**src/wswt_pkg.sv**
```systemverilog
package wswt_pkg;

	localparam int WSWT_TABLE_ENTRIES = 64;

	localparam int ID_W   = 16;
	localparam int TIME_W = 32;
	localparam int DUR_W  = 24;
	// four durations summed
	localparam int DSUM_W = DUR_W + 2;

	// request token handed from cell to cell
	typedef struct packed {
		logic [ID_W-1:0]   fid;
		logic [TIME_W-1:0] sub;
		logic [TIME_W-1:0] win_open;
		logic [TIME_W-1:0] win_close;
		logic              done;
		logic              hot;
	} wswt_tok_t;

endpackage

```
**src/wswt_cell.sv**
```systemverilog
module wswt_cell
	import wswt_pkg::*;
(
	input  logic      clk,
	input  logic      arst_n,
	input  logic      in_vld,
	input  wswt_tok_t in_tok,
	output logic      out_vld,
	output wswt_tok_t out_tok
);

	logic              valid_q;
	logic [ID_W-1:0]   id_q;
	logic [TIME_W-1:0] open_q;
	logic [TIME_W-1:0] close_q;
	logic              out_vld_q;
	wswt_tok_t         out_tok_q;

	logic      live;
	logic      match;
	logic      alloc;
	logic      hot_w;
	wswt_tok_t tok_nxt;

	always_comb begin
		live    = in_vld && !in_tok.done;
		match   = live && valid_q && (id_q == in_tok.fid);
		alloc   = live && !valid_q;
		hot_w   = (open_q <= in_tok.sub) && (close_q >= in_tok.sub);
		tok_nxt = in_tok;
		if (match) begin
			tok_nxt.done = 1'b1;
			tok_nxt.hot  = hot_w;
		end else if (alloc) begin
			tok_nxt.done = 1'b1;
		end
	end

	always_ff @(posedge clk or negedge arst_n) begin
		if (!arst_n) begin
			valid_q   <= 1'b0;
			out_vld_q <= 1'b0;
		end else begin
			out_vld_q <= in_vld;
			if (alloc) begin
				valid_q <= 1'b1;
			end
		end
	end

	always_ff @(posedge clk) begin
		if (in_vld) begin
			out_tok_q <= tok_nxt;
		end
		if (alloc) begin
			id_q    <= in_tok.fid;
			open_q  <= in_tok.win_open;
			close_q <= in_tok.win_close;
		end else if (match) begin
			if (in_tok.win_open < open_q) begin
				open_q <= in_tok.win_open;
			end
			if (in_tok.win_close > close_q) begin
				close_q <= in_tok.win_close;
			end
		end
	end

	assign out_vld = out_vld_q;
	assign out_tok = out_tok_q;

endmodule

```
**config.mk**
```make
export PLATFORM = sky130hd
export DESIGN_NAME = wswt_cell
export DESIGN_NICKNAME = d
export VERILOG_FILES = /design/src/wswt_pkg.sv /design/src/wswt_cell.sv
export SDC_FILE = /design/constraint.sdc
export NUM_CORES = 1
export LEC_CHECK = 0
export BUFFER_PORTS_ARGS = -buffer_cell sky130_fd_sc_hd__buf_2
export CAP_MARGIN = 10
export CORE_ASPECT_RATIO = 0.5
export CORE_UTILIZATION = 25
export CTS_BUF_LIST = sky130_fd_sc_hd__clkbuf_2 sky130_fd_sc_hd__clkbuf_4 sky130_fd_sc_hd__clkbuf_8
export CTS_CLUSTER_SIZE = 14
export DETAILED_ROUTE_END_ITERATION = 6
export PLACE_DENSITY = 0.55
export SLEW_MARGIN = 15
export SYNTH_ARGS = -nofsm -noshare
export SYNTH_HDL_FRONTEND = slang
export SYNTH_SLANG_ARGS = --single-unit
```
**constraint.sdc**
```tcl
create_clock -name clk -period 6.7 [get_ports clk]
set_input_delay 1.34 -clock clk [delete_from_list [all_inputs] [get_ports clk]]
set_output_delay 1.34 -clock clk [all_outputs]
set_load 0.03 [all_outputs]
```
==> out/results.ini <==
[status]
outcome = finished, final reports clean

[critical_path]
arrival_ns = 4.31
critPathLaunchType = input pin
critPathCaptureType = register
worstSetupPathType = in2reg
critPathRequiredTime_ns = 6.85
cp_max_fo = 57

[synth]
seq_area_frac_synth = 0.641
synthTopCellsByArea = edfxtp_1 (64%), ha_1 (17%), inv_1 (3.9%)
syn-mean-instance-area_um2 = 14.4
syn_area_mm2 = 0.00917
yosysTopAreaCellShare = 0.635
synth_edf_count = 194
synth_cell_type_count = 41
synth_cells = 637
synth_top_area_cell = edfxtp_1
synth_warnings = 0
synth_nets = 881
async_reset_ff_frac = 0.0102
dominantRegCellSynth = edfxtp_1
ys_ff_latch = 196

[detailed_routing]
vias = 5840
viasPerCell = 4.21
dr.pass1.iters = 4
finalWirelength_mm = 22.7
ant_nets = 0
drc = 0
wire_per_inst_um = 16.4
first_iter_violations = 296

[clock_network]
cts-resized-gates = 0
clk_latency_ns = 0.49
cts.sinks = 196
clk_pin_slew_ns = 0.10
cts_setup_buffers = 0
cts_buffers = 17
htreeDepth = 4
cts_hold_buf = 0
cts_tree = built
root_buffer = clkbuf_8
clock_path_buffers = 2

[die]
dieArea_mm2 = 0.0375
ios = 232
rows = 49
die_y_um = 137
fp.coreArea_mm2 = 0.0360
die_w_um = 273
start_util = 0.255

[timing]
hold_violations = 0
slew_viol_final = 0
worst_slew_pin_slew_ns = 1.04
rsz0062_at_grt = no
holdWs_ns = 0.534
setup_violations = 0
max_freq_ghz = 0.241
period_needed_ns = 4.16
slew_headroom = 0.307
fin_crit_sh = 0.620
worst_clock_skew_ns = 0.0129
tns_ns = 0

[grt]
grt_pass1_vias = 6119
grt_usage = 0.121
grt_pass1_wl_mm = 33.8
grt_max_degree = 61
gr-total-overflow = 0
antenna_found_initial = 1

[pwr]
p_per_area_mw_per_mm2 = 225
max-vdd-ir-drop_mv = 0.0969
p_leak_nw = 4.97
p_total_mw = 2.56

[finish]
post-route-util = 0.317
stdcell_area_mm2 = 0.0114
drive_gt1_frac = 0.302
fillers = 3575
finalNetCount = 1134
syn2layout_area_growth_pct = 24.4
insertedDiodeCount = 0

[min_path]
hold_path_class = reg2reg

[placement]
placed_area_mm2 = 0.0110
io_buffers = 231
gp_congestion = 0.776
hpwl_mm = 18.2

[flow_run]
maxCapViolations = 0

per-stage QoR:
stage	setup WS, ns	std cells
after floorplan	2.00	637
after global placement	2.12	1354
after detailed placement	1.96	1354
after CTS	2.47	1386
after global routing	2.25	1387
final	2.54	1387
cell type report:
class                   instances  area (µm²)  share of cell area
flip-flops and latches        196        5880               0.515
multi-input cells             345        2960               0.259
repair buffers                234        1200               0.105
well taps                     484         606              0.0531
inverters                      96         360              0.0316
clock buffers                  17         234              0.0205
clock inverters                15         170              0.0149
logic make-up after synthesis:
kind of cell	after synthesis	synth area share
simple gates	91	0.0553
buf+inv	96	0.0393
xor+xnor	16	0.0153
mux	1	0.00123
fa+ha+maj	127	0.173
flops	196	0.641
compound gates	110	0.0748
routing by layer:
layer,wire [µm],share of wire,global-route usage
met1,9410,0.41,0.137
met4,324,0.014,0.0359
met3,714,0.031,0.0279
met5,10,0.00044,0
met2,12300,0.54,0.227
cell usage after synthesis, types with 2 or more instances:
cell type	instances
and4_1	4
nor3_1	2
nand2_1	24
a21o_1	17
inv_1	96
a21oi_1	50
xor2_1	5
o211ai_1	4
edfxtp_1	194
ha_1	127
a31oi_1	3
nand4_1	22
nor4_1	5
nor2_1	10
a211oi_1	3
nand2b_1	7
nor2b_1	4
dfrtp_1	2
xnor2_1	11
a2111oi_0	2
nand3_1	7
o21ai_0	15
o21a_1	3
a221o_1	3
worst paths after layout:
check | from | endpoint | slack [ns] | cells past startpoint
setup / recovery | in_vld | open_q[1]$_DFFE_PP_ | 2.54 | 7
hold / removal | valid_q$_DFFE_PN0P_ | valid_q$_DFFE_PN0P_ | 0.53 | 1
setup reg to reg | open_q[14]$_DFFE_PP_ | open_q[1]$_DFFE_PP_ | 3.65 | 8
hold reg to reg | valid_q$_DFFE_PN0P_ | valid_q$_DFFE_PN0P_ | 0.53 | 1
max in group asynchronous | arst_n | valid_q$_DFFE_PN0P_ | 5.96 | 1
min in group asynchronous | arst_n | out_vld$_DFF_PN0_ | 0.62 | 1
layout by cell type (no fill, tap or decap), types with 3 or more instances in the layout:
cell      netlist  routed
nand4_1        22      22
buf_2           0     230
a211oi_1        3       3
nand3_1         7       7
a21o_1         17      17
and4_1          4       4
a221o_1         3       3
nand2_1        24      24
nor2b_1         4       4
clkinv_2        0       3
a21oi_1        50      50
xnor2_1        11      11
inv_1          96      96
edfxtp_1      194     194
nor2_1         10       9
o211ai_1        4       4
nand2b_1        7       7
clkbuf_8        0      17
buf_4           0       3
inv_8           0       4
nor4_1          5       5
ha_1          127     127
xor2_1          5       5
o21ai_0        15      15
o21a_1          3       3
power by group:
part | switching [mW] | internal (mW) | total [mW]
Combinational | 0.234 | 0.102 | 0.336
Clock | 0.461 | 0.342 | 0.803
Sequential | 0.0136 | 1.41 | 1.42
worst max-delay path, cell delays in order:
cell      delay (ns)
buf_4           0.55
nand2b_1        0.21
nor2_2          0.83
nor3_1          0.28
o311a_1         0.23
a211oi_4        0.35
buf_4           0.45
sequential cells by signal, indices dropped and copies added (netlist names):
register / count
close_q: 32
id_q: 16
open_q: 32
out_tok: 114
out_vld: 1
valid_q: 1
Note: power is estimated with default switching activity, not from simulation.
